**src/rtl/core/spt_pkg.sv**
```systemverilog
// Package for the sparse polynomial term table: sizes, field codes and the
// structs that travel between the control and the chain of term cells.
// No dependencies.
package spt_pkg;

    // Table size and width of a stored power.
    localparam int MAX_TERMS  = 16;
    localparam int POWER_BITS = 16;

    // Widths fixed by the stream fields.
    localparam int KIND_W    = 3;
    localparam int IN_POW_W  = 16;
    localparam int COEFF_W   = 32;
    localparam int OUT_POW_W = 16;
    localparam int TOTAL_W   = 5;
    localparam int STATUS_W  = 3;

    // Term counter holds 0 up to MAX_TERMS.
    localparam int CNT_W = $clog2(MAX_TERMS + 1);

    // Stream data widths, padded to whole bytes.
    localparam int S_DATA_BITS = IN_POW_W + COEFF_W;
    localparam int S_TDATA_W   = ((S_DATA_BITS + 7) / 8) * 8;
    localparam int M_DATA_BITS = COEFF_W + OUT_POW_W + TOTAL_W + STATUS_W;
    localparam int M_TDATA_W   = ((M_DATA_BITS + 7) / 8) * 8;

    // Request kinds.
    typedef enum logic [KIND_W-1:0] {
        KIND_SET   = 3'd0,
        KIND_ADD   = 3'd1,
        KIND_SUB   = 3'd2,
        KIND_QUERY = 3'd3,
        KIND_CLEAR = 3'd4
    } kind_t;

    // Result status codes.
    typedef enum logic [STATUS_W-1:0] {
        STAT_UPDATED   = 3'd0,
        STAT_INSERTED  = 3'd1,
        STAT_REMOVED   = 3'd2,
        STAT_NOT_FOUND = 3'd3,
        STAT_FULL      = 3'd4
    } status_t;

    // Operation broadcast to every cell of the chain.
    typedef enum logic [2:0] {
        CELL_HOLD   = 3'd0,
        CELL_LOOK   = 3'd1,
        CELL_INSERT = 3'd2,
        CELL_REMOVE = 3'd3,
        CELL_UPDATE = 3'd4,
        CELL_CLEAR  = 3'd5
    } cell_op_t;

    // Broadcast control: operation, addressed power and new coefficient.
    typedef struct packed {
        cell_op_t                      op;
        logic [POWER_BITS-1:0]         power;
        logic signed [COEFF_W-1:0]     coeff;
    } cell_ctrl_t;

    // What one cell shows to its neighbors and to the control.
    typedef struct packed {
        logic                          occ;
        logic                          gt;
        logic                          eq;
        logic [POWER_BITS-1:0]         power;
        logic signed [COEFF_W-1:0]     coeff;
    } cell_view_t;

endpackage

```
**src/rtl/core/spt_cell.sv**
```systemverilog
// One cell of the term chain: holds one term and its lookup flags, and
// shifts terms with its neighbors on insert and remove. Depends on spt_pkg.
module spt_cell (
    input  logic               clk,
    input  logic               rst_n,
    input  spt_pkg::cell_ctrl_t ctrl,
    input  spt_pkg::cell_view_t left,
    input  spt_pkg::cell_view_t right,
    output spt_pkg::cell_view_t view
);
    import spt_pkg::*;

    logic                      occ_reg, occ_next;
    logic                      gt_reg, gt_next;
    logic                      eq_reg, eq_next;
    logic [POWER_BITS-1:0]     power_reg, power_next;
    logic signed [COEFF_W-1:0] coeff_reg, coeff_next;

    // Next-state selection for the broadcast operation.
    always_comb
    begin
        occ_next   = occ_reg;
        gt_next    = gt_reg;
        eq_next    = eq_reg;
        power_next = power_reg;
        coeff_next = coeff_reg;
        case (ctrl.op)
            CELL_LOOK:
            begin
                // Compare this term with the addressed power.
                gt_next = occ_reg && (power_reg > ctrl.power);
                eq_next = occ_reg && (power_reg == ctrl.power);
            end
            CELL_INSERT:
            begin
                // Cells above the insertion point hold; the first cell not
                // above takes the new term, the rest take their left neighbor.
                if (!gt_reg)
                begin
                    if (left.gt)
                    begin
                        occ_next   = 1'b1;
                        power_next = ctrl.power;
                        coeff_next = ctrl.coeff;
                    end
                    else
                    begin
                        occ_next   = left.occ;
                        power_next = left.power;
                        coeff_next = left.coeff;
                    end
                end
            end
            CELL_REMOVE:
            begin
                // The matching cell and all after it take their right neighbor.
                if (!gt_reg)
                begin
                    occ_next   = right.occ;
                    power_next = right.power;
                    coeff_next = right.coeff;
                end
            end
            CELL_UPDATE:
            begin
                if (eq_reg)
                begin
                    coeff_next = ctrl.coeff;
                end
            end
            CELL_CLEAR:
            begin
                occ_next = 1'b0;
            end
            default:
            begin
                occ_next = occ_reg;
            end
        endcase
    end

    // Control flags under reset.
    always_ff @(posedge clk or negedge rst_n)
    begin
        if (!rst_n)
        begin
            occ_reg <= 1'b0;
            gt_reg  <= 1'b0;
            eq_reg  <= 1'b0;
        end
        else
        begin
            occ_reg <= occ_next;
            gt_reg  <= gt_next;
            eq_reg  <= eq_next;
        end
    end

    // Term payload.
    always_ff @(posedge clk)
    begin
        power_reg <= power_next;
        coeff_reg <= coeff_next;
    end

    assign view.occ   = occ_reg;
    assign view.gt    = gt_reg;
    assign view.eq    = eq_reg;
    assign view.power = power_reg;
    assign view.coeff = coeff_reg;

endmodule

```
**src/rtl/core/sparse_polynomial_term_table.sv**
```systemverilog
// Top level of the sparse polynomial term table: control sequencer, output
// register and the chain of term cells. Depends on spt_pkg and spt_cell.
//
// The block keeps up to MAX_TERMS nonzero terms of one polynomial, sorted by
// descending power, in a chain of cells. Each request sets, adds to,
// subtracts from or queries the coefficient at one power (signed Q16.16,
// saturating), or clears the table, and returns exactly one result. A request
// holds the sequencer as it passes its states in order: IDLE takes it in,
// LOOK has all cells compare their power in parallel, CALC forms the new
// coefficient and decides the action, APPLY has the cells update or shift,
// and REPORT loads the result register that drives the master side.
// The next request is accepted once the previous one has left the sequencer,
// even while its result still waits in the output register; a result that is
// still waiting when the next one is ready holds the sequencer until it goes.
module sparse_polynomial_term_table (
    input  logic                           clk,
    input  logic                           rst_n,
    input  logic                           s_tvalid,
    output logic                           s_tready,
    // [15:0] term_power, [47:16] coeff_in
    input  logic [spt_pkg::S_TDATA_W-1:0]  s_tdata,
    // [2:0] kind
    input  logic [spt_pkg::KIND_W-1:0]     s_tuser,
    output logic                           m_tvalid,
    input  logic                           m_tready,
    // [31:0] coeff_out, [47:32] highest_power, [52:48] term_total,
    // [55:53] status
    output logic [spt_pkg::M_TDATA_W-1:0]  m_tdata
);
    import spt_pkg::*;

    typedef enum logic [4:0] {
        ST_IDLE   = 5'b00001,
        ST_LOOK   = 5'b00010,
        ST_CALC   = 5'b00100,
        ST_APPLY  = 5'b01000,
        ST_REPORT = 5'b10000
    } state_t;

    state_t                    state_reg, state_next;
    logic [KIND_W-1:0]         kind_reg;
    logic [POWER_BITS-1:0]     power_reg;
    logic signed [COEFF_W-1:0] operand_reg;
    logic [CNT_W-1:0]          count_reg, count_next;
    cell_op_t                  act_reg, act_next;
    logic signed [COEFF_W-1:0] res_reg, res_next;
    status_t                   status_reg, status_next;
    logic                      out_valid_reg;
    logic signed [COEFF_W-1:0] out_coeff_reg;
    logic [OUT_POW_W-1:0]      out_power_reg;
    logic [TOTAL_W-1:0]        out_total_reg;
    status_t                   out_status_reg;

    cell_ctrl_t                ctrl;
    cell_view_t                views [0:MAX_TERMS+1];
    logic [MAX_TERMS-1:0]      occ_vec;
    logic [MAX_TERMS-1:0]      gt_vec;
    logic [MAX_TERMS-1:0]      eq_vec;
    logic                      found;
    logic signed [COEFF_W-1:0] old_coeff;
    logic                      full;
    logic signed [COEFF_W:0]   sum_wide;
    logic signed [COEFF_W-1:0] new_val;
    logic                      accept;
    logic                      out_free;

    assign accept   = s_tvalid && s_tready;
    assign s_tready = (state_reg == ST_IDLE);
    assign out_free = !out_valid_reg || m_tready;
    assign full     = (count_reg == CNT_W'(MAX_TERMS));

    // Boundary views: before the first cell everything counts as above the
    // addressed power, after the last cell nothing is occupied.
    assign views[0]           = '{occ: 1'b1, gt: 1'b1, eq: 1'b0, power: '0, coeff: '0};
    assign views[MAX_TERMS+1] = '{occ: 1'b0, gt: 1'b0, eq: 1'b0, power: '0, coeff: '0};

    // The chain of term cells.
    for (genvar i = 0; i < MAX_TERMS; i++)
    begin : g_cell
        spt_cell u_cell (
            .clk   (clk),
            .rst_n (rst_n),
            .ctrl  (ctrl),
            .left  (views[i]),
            .right (views[i+2]),
            .view  (views[i+1])
        );
        assign occ_vec[i] = views[i+1].occ;
        assign gt_vec[i]  = views[i+1].gt;
        assign eq_vec[i]  = views[i+1].eq;
    end

    // Pick the coefficient of the matching cell; at most one cell matches.
    always_comb
    begin
        old_coeff = '0;
        for (int i = 0; i < MAX_TERMS; i++)
        begin
            if (views[i+1].eq)
            begin
                old_coeff = old_coeff | views[i+1].coeff;
            end
        end
    end
    assign found = |eq_vec;

    // Set passes the operand; add or subtract saturates against the stored coefficient.
    always_comb
    begin
        if (kind_reg == KIND_SUB)
        begin
            sum_wide = {old_coeff[COEFF_W-1], old_coeff}
                     - {operand_reg[COEFF_W-1], operand_reg};
        end
        else
        begin
            sum_wide = {old_coeff[COEFF_W-1], old_coeff}
                     + {operand_reg[COEFF_W-1], operand_reg};
        end
        if (kind_reg == KIND_SET)
        begin
            new_val = operand_reg;
        end
        else if (sum_wide[COEFF_W] != sum_wide[COEFF_W-1])
        begin
            new_val = sum_wide[COEFF_W] ? {1'b1, {(COEFF_W-1){1'b0}}}
                                        : {1'b0, {(COEFF_W-1){1'b1}}};
        end
        else
        begin
            new_val = sum_wide[COEFF_W-1:0];
        end
    end

    // Decide the table action, result and status of the request.
    always_comb
    begin
        act_next    = CELL_HOLD;
        res_next    = '0;
        status_next = STAT_UPDATED;
        case (kind_reg)
            KIND_CLEAR:
            begin
                act_next = CELL_CLEAR;
            end
            KIND_SET, KIND_ADD, KIND_SUB:
            begin
                if (new_val == '0)
                begin
                    act_next    = found ? CELL_REMOVE : CELL_HOLD;
                    status_next = found ? STAT_REMOVED : STAT_NOT_FOUND;
                end
                else if (found)
                begin
                    act_next = CELL_UPDATE;
                    res_next = new_val;
                end
                else if (!full)
                begin
                    act_next    = CELL_INSERT;
                    res_next    = new_val;
                    status_next = STAT_INSERTED;
                end
                else
                begin
                    status_next = STAT_FULL;
                end
            end
            default:
            begin
                // Query, and unused kinds behave as a query.
                res_next    = old_coeff;
                status_next = found ? STAT_UPDATED : STAT_NOT_FOUND;
            end
        endcase
    end

    // Broadcast to the cells.
    always_comb
    begin
        ctrl.power = power_reg;
        ctrl.coeff = res_reg;
        case (state_reg)
            ST_LOOK:  ctrl.op = CELL_LOOK;
            ST_APPLY: ctrl.op = act_reg;
            default:  ctrl.op = CELL_HOLD;
        endcase
    end

    // Term count follows the applied action.
    always_comb
    begin
        count_next = count_reg;
        if (state_reg == ST_APPLY)
        begin
            case (act_reg)
                CELL_CLEAR:  count_next = '0;
                CELL_INSERT: count_next = count_reg + CNT_W'(1);
                CELL_REMOVE: count_next = count_reg - CNT_W'(1);
                default:     count_next = count_reg;
            endcase
        end
    end

    // Sequencer.
    always_comb
    begin
        state_next = state_reg;
        case (state_reg)
            ST_IDLE:   if (accept) state_next = ST_LOOK;
            ST_LOOK:   state_next = ST_CALC;
            ST_CALC:   state_next = ST_APPLY;
            ST_APPLY:  state_next = ST_REPORT;
            ST_REPORT: if (out_free) state_next = ST_IDLE;
            default:   state_next = ST_IDLE;
        endcase
    end

    // Control registers.
    always_ff @(posedge clk or negedge rst_n)
    begin
        if (!rst_n)
        begin
            state_reg     <= ST_IDLE;
            count_reg     <= '0;
            out_valid_reg <= 1'b0;
        end
        else
        begin
            state_reg <= state_next;
            count_reg <= count_next;
            if (state_reg == ST_REPORT && out_free)
            begin
                out_valid_reg <= 1'b1;
            end
            else if (m_tready)
            begin
                out_valid_reg <= 1'b0;
            end
        end
    end

    // Request, decision and result payload.
    always_ff @(posedge clk)
    begin
        if (accept)
        begin
            kind_reg    <= s_tuser;
            power_reg   <= POWER_BITS'(s_tdata[IN_POW_W-1:0]);
            operand_reg <= s_tdata[IN_POW_W+COEFF_W-1:IN_POW_W];
        end
        if (state_reg == ST_CALC)
        begin
            act_reg    <= act_next;
            res_reg    <= res_next;
            status_reg <= status_next;
        end
        if (state_reg == ST_REPORT && out_free)
        begin
            out_coeff_reg  <= res_reg;
            out_power_reg  <= (count_reg != '0) ? OUT_POW_W'(views[1].power) : '0;
            out_total_reg  <= TOTAL_W'(count_reg);
            out_status_reg <= status_reg;
        end
    end

    assign m_tvalid = out_valid_reg;
    assign m_tdata  = M_TDATA_W'({out_status_reg, out_total_reg, out_power_reg,
                                  out_coeff_reg});

    // Occupied cells always match the term count.
    assert property (@(posedge clk) disable iff (!rst_n)
        $countones(occ_vec) == 32'(count_reg))
        else $error("occupied cells disagree with term count");

    // Occupied cells form a prefix of the chain.
    assert property (@(posedge clk) disable iff (!rst_n)
        ((occ_vec + MAX_TERMS'(1)) & occ_vec) == '0)
        else $error("occupied cells are not contiguous");

    // At most one cell matches the addressed power.
    assert property (@(posedge clk) disable iff (!rst_n)
        $onehot0(eq_vec))
        else $error("more than one cell matches a power");

    // Cells above the addressed power form a prefix of the chain.
    assert property (@(posedge clk) disable iff (!rst_n)
        ((gt_vec + MAX_TERMS'(1)) & gt_vec) == '0)
        else $error("table order broken");

    // An insert is applied only while a cell is free.
    assert property (@(posedge clk) disable iff (!rst_n)
        (state_reg == ST_APPLY && act_reg == CELL_INSERT) |-> !full)
        else $error("insert into full table");

endmodule
```
**config.mk**
```make
export PLATFORM = sky130hd
export DESIGN_NAME = sparse_polynomial_term_table
export DESIGN_NICKNAME = d
export VERILOG_FILES = /design/src/rtl/core/spt_pkg.sv /design/src/rtl/core/spt_cell.sv /design/src/rtl/core/sparse_polynomial_term_table.sv
export SDC_FILE = /design/constraint.sdc
export NUM_CORES = 2
export LEC_CHECK = 0
export ABC_AREA = 1
export BUFFER_PORTS_ARGS = -buffer_cell sky130_fd_sc_hd__buf_2
export CAP_MARGIN = 40
export CORE_UTILIZATION = 30
export DETAILED_ROUTE_END_ITERATION = 12
export HOLD_SLACK_MARGIN = 0.15
export PLACE_DENSITY_LB_ADDON = 0.08
export SYNTH_ARGS = -nofsm -noshare
export SYNTH_HDL_FRONTEND = slang
export SYNTH_SLANG_ARGS = --single-unit
export TNS_END_PERCENT = 5
```
**constraint.sdc**
```tcl
create_clock -name clk -period 9.1 [get_ports clk]
set_input_delay 0.91 -clock clk [delete_from_list [all_inputs] [get_ports clk]]
set_output_delay 0.91 -clock clk [all_outputs]
set_load 0.02 [all_outputs]
```
==> results.md <==
- Max-slew violation count: 0
- Die W: approximately 450 um
- Area delta synth->final: 13.21%
- Crit Path Max Fanout: 27
- Syn Nets: 7135
- Status: completed
- Worst endpoint required time: 9.64 ns
- Clk buf depth: 3
- Met1 Use GR: about a third
- Filler cell count in the final layout: 20.82k
- I/O Buffers: 112
- Clk pin slew, worst setup/hold paths: 0.06 ns
- H-tree depth reported by CTS: 3
- Post-synth EDFFs: roughly 900
- Top_reg_cell synth: edfxtp_1
- YS warnings: 0
- Max FFs per register: roughly 500
- Hold WS: ~0.28 ns
- Grt ovf: 0
- Final Hold Viols: 0
- Share of layout cells above drive strength 1: under 10%
- Max cap viols: 0
- GPL Wtd Cong: a little under 0.9
- CTS Buf Count: 121
- Min cycle time layout: approximately 5.9 ns
- CTS root buf: clkbuf_16
- Routed WL: 251200 um
- Critical path type: register to register
- Most frequent cells in the layout: nand2_1, edfxtp_1, o211ai_1, inv_1, nor2_1
- Pwr Total: 14260 uW
- Core box area: 199700 um^2
- GR Util All Layers: roughly 24%
- RSZ-0062 raised after global routing: no
- Largest cells by area after synthesis: edfxtp_1, o211ai_1, nand2_1, ha_1, inv_1
- Wire per inst: 26.58 um
- Syn Inst Count: 6786
- FF+latch count, synth: about 1000
- Critical Path End Type: register
- DIE AREA: 202500 um^2
- Hold Path Class: input port to register
- Largest net degree at the start of global routing: 195
- PD cells: 209.2 nW/um^2
- DR vias: approximately 53k
- Peak supply drop: 0.1497 mV
- Crit-path max cell delay: roughly 0.58 ns
- Fin nets: between 7k and 8k
- 1st-iter DRT viols: ~4.7k
- Slew HR: 27.19%
- Setup-failing EPs final: 0
- Die Span Y: 450.0 um
- TritonCTS clock tree: built
- Core Util, Final: approximately a third
- Global Route met2 Usage: 40.69%
- Register Area: 28900 um^2
- Starting density of the core: 30.16%
- # IOs: 113
- Routed vias/inst: 5.556
- Worst Skew: 0.02361 ns
- Clock sink total: between 900 and 1k
- LEAKAGE: approximately 0.027 uW
- Clock Latency Late Sink: 0.80 ns
- Drt first pass iters: 5
- Crit path max-delay cell type: buf_4
- FFs w/ async S/R, synth: about 6%
- Post-DP HPWL: 166200 um
- First-pass GRT wire length: 363700 um
- Setup TNS: 0 ns
- Post-synthesis sequential area ratio: a little under half
- M3 GR Usage: 2.998%
- Residual DRC: 0
- Fin crit share: 64.80%
- Vias in the first global route: around 52k
- Max Freq: 169.6 MHz
- Top-area cell type share of the netlist area: 45.52%
- Most common cell after layout, fill and taps aside: nand2_1
- Avg Cell Area, Syn: 8.875 um^2
- Routed Antenna Nets: 0
- Most used routing layer: met2
- Post-CTS setup buffers: 0
- WP data arrival: 6.44 ns
- Initial antenna violation count: 6
- CP startpoint kind: register
- Unique cell type count in the Yosys netlist: 62
- Post-synth top area cell: edfxtp_1
- Worst slew pin tran: approximately 1.1 ns
- Multi-input logic area: ~27000 um^2
- Row count: 164
- Area of the mapped netlist: 60220 um^2
-- synth_stat cells, types with 58 or more instances --
library cell / number
o21ai_0: 234
o22ai_1: 84
a21oi_1: 211
nand2_1: 1593
nor2_1: 398
inv_1: 705
a31oi_1: 205
buf_2: 60
edfxtp_1: 913
nand3_1: 108
nand4_1: 69
clkbuf_1: 431
ha_1: 292
o211ai_1: 897
dfrtp_1: 58
-- path summary, 6_finish.rpt --
kind / start / endpoint / slack (ns) / depth (start not counted)
worst min-delay path: s_tdata[10] / power_reg[10]$_DFFE_PP_ / 0.28 / 1
worst min register to register: res_reg[2]$_DFFE_PP_ / out_coeff_reg[2]$_DFFE_PP_ / 0.46 / 0
min in group asynchronous: rst_n / state_reg[4]$_DFFE_PN0P_ / 0.54 / 2
worst max register to register: g_cell[4].u_cell.eq_reg$_DFFE_PN0N_ / act_reg[2]$_DFFE_PP_ / 3.20 / 32
max in group asynchronous: rst_n / g_cell[15].u_cell.eq_reg$_DFFE_PN0N_ / 7.49 / 3
worst max-delay path: g_cell[4].u_cell.eq_reg$_DFFE_PN0N_ / act_reg[2]$_DFFE_PP_ / 3.20 / 32
-- kinds of logic after synthesis --
kind of cell / after synthesis / synth area share (%)
simple gates: 2327 / 15.75
compound gates: 1871 / 21.19
buf+inv: 1267 / 8.144
flops: 972 / 47.98
fa+ha+maj: 294 / 6.133
xor+xnor: 54 / 0.7853
mux: 1 / 0.01870
-- critical path: cells and delay by family (launching register included) --
| family | cells | cell delay (ns) |
|---|---|---|
| and+or+nand+nor | 17 | 1.96 |
| buffers and inverters | 4 | 1.02 |
| AOI/OAI and AO/OA | 10 | 1.72 |
| DFF | 1 | 0.41 |
| adders and majority gates | 1 | 0.52 |
-- stage by stage --
step,instance area [um^2],std cells,worst slack [ns]
floorplan,60220,6786,4.329
global placement,63520,9186,3.091
detailed placement,64260,9217,3.175
CTS,68170,9448,3.137
global route,68180,9451,2.772
finish,68180,9452,3.204
-- area by class of cell --
| cell class | instances | area share [%] |
|---|---|---|
| Sequential cell | 972 | 42.39 |
| Clock inverter | 75 | 0.9249 |
| Tap cell | 2656 | 4.874 |
| Inverter | 735 | 4.102 |
| Multi-Input combinational cell | 4547 | 39.12 |
| Clock buffer | 155 | 4.795 |
| Timing Repair Buffer | 309 | 3.781 |
| Antenna cell | 3 | 0.01101 |
-- power breakdown --
part | total [uW] | switching, uW | internal [uW]
clock | 4890 | 2150 | 2730
combinational | 3930 | 2660 | 1260
sequential | 5450 | 163 | 5290
total | 14300 | 4980 | 9280
-- timing repair --
item	4_1_cts	5_1_grt
setup endpoints to repair	0	0
resized for setup	0	0
hold buffers	1	0
endpoints found under the hold margin	15	0
-- per-layer routing --
layer	up-vias	part of all wire, %
met3	350	5.5
met5	-	0
met4	0	3.1
li1	24140	-
met1	26300	43
met2	1731	48
(Power assumes the default switching activity.)
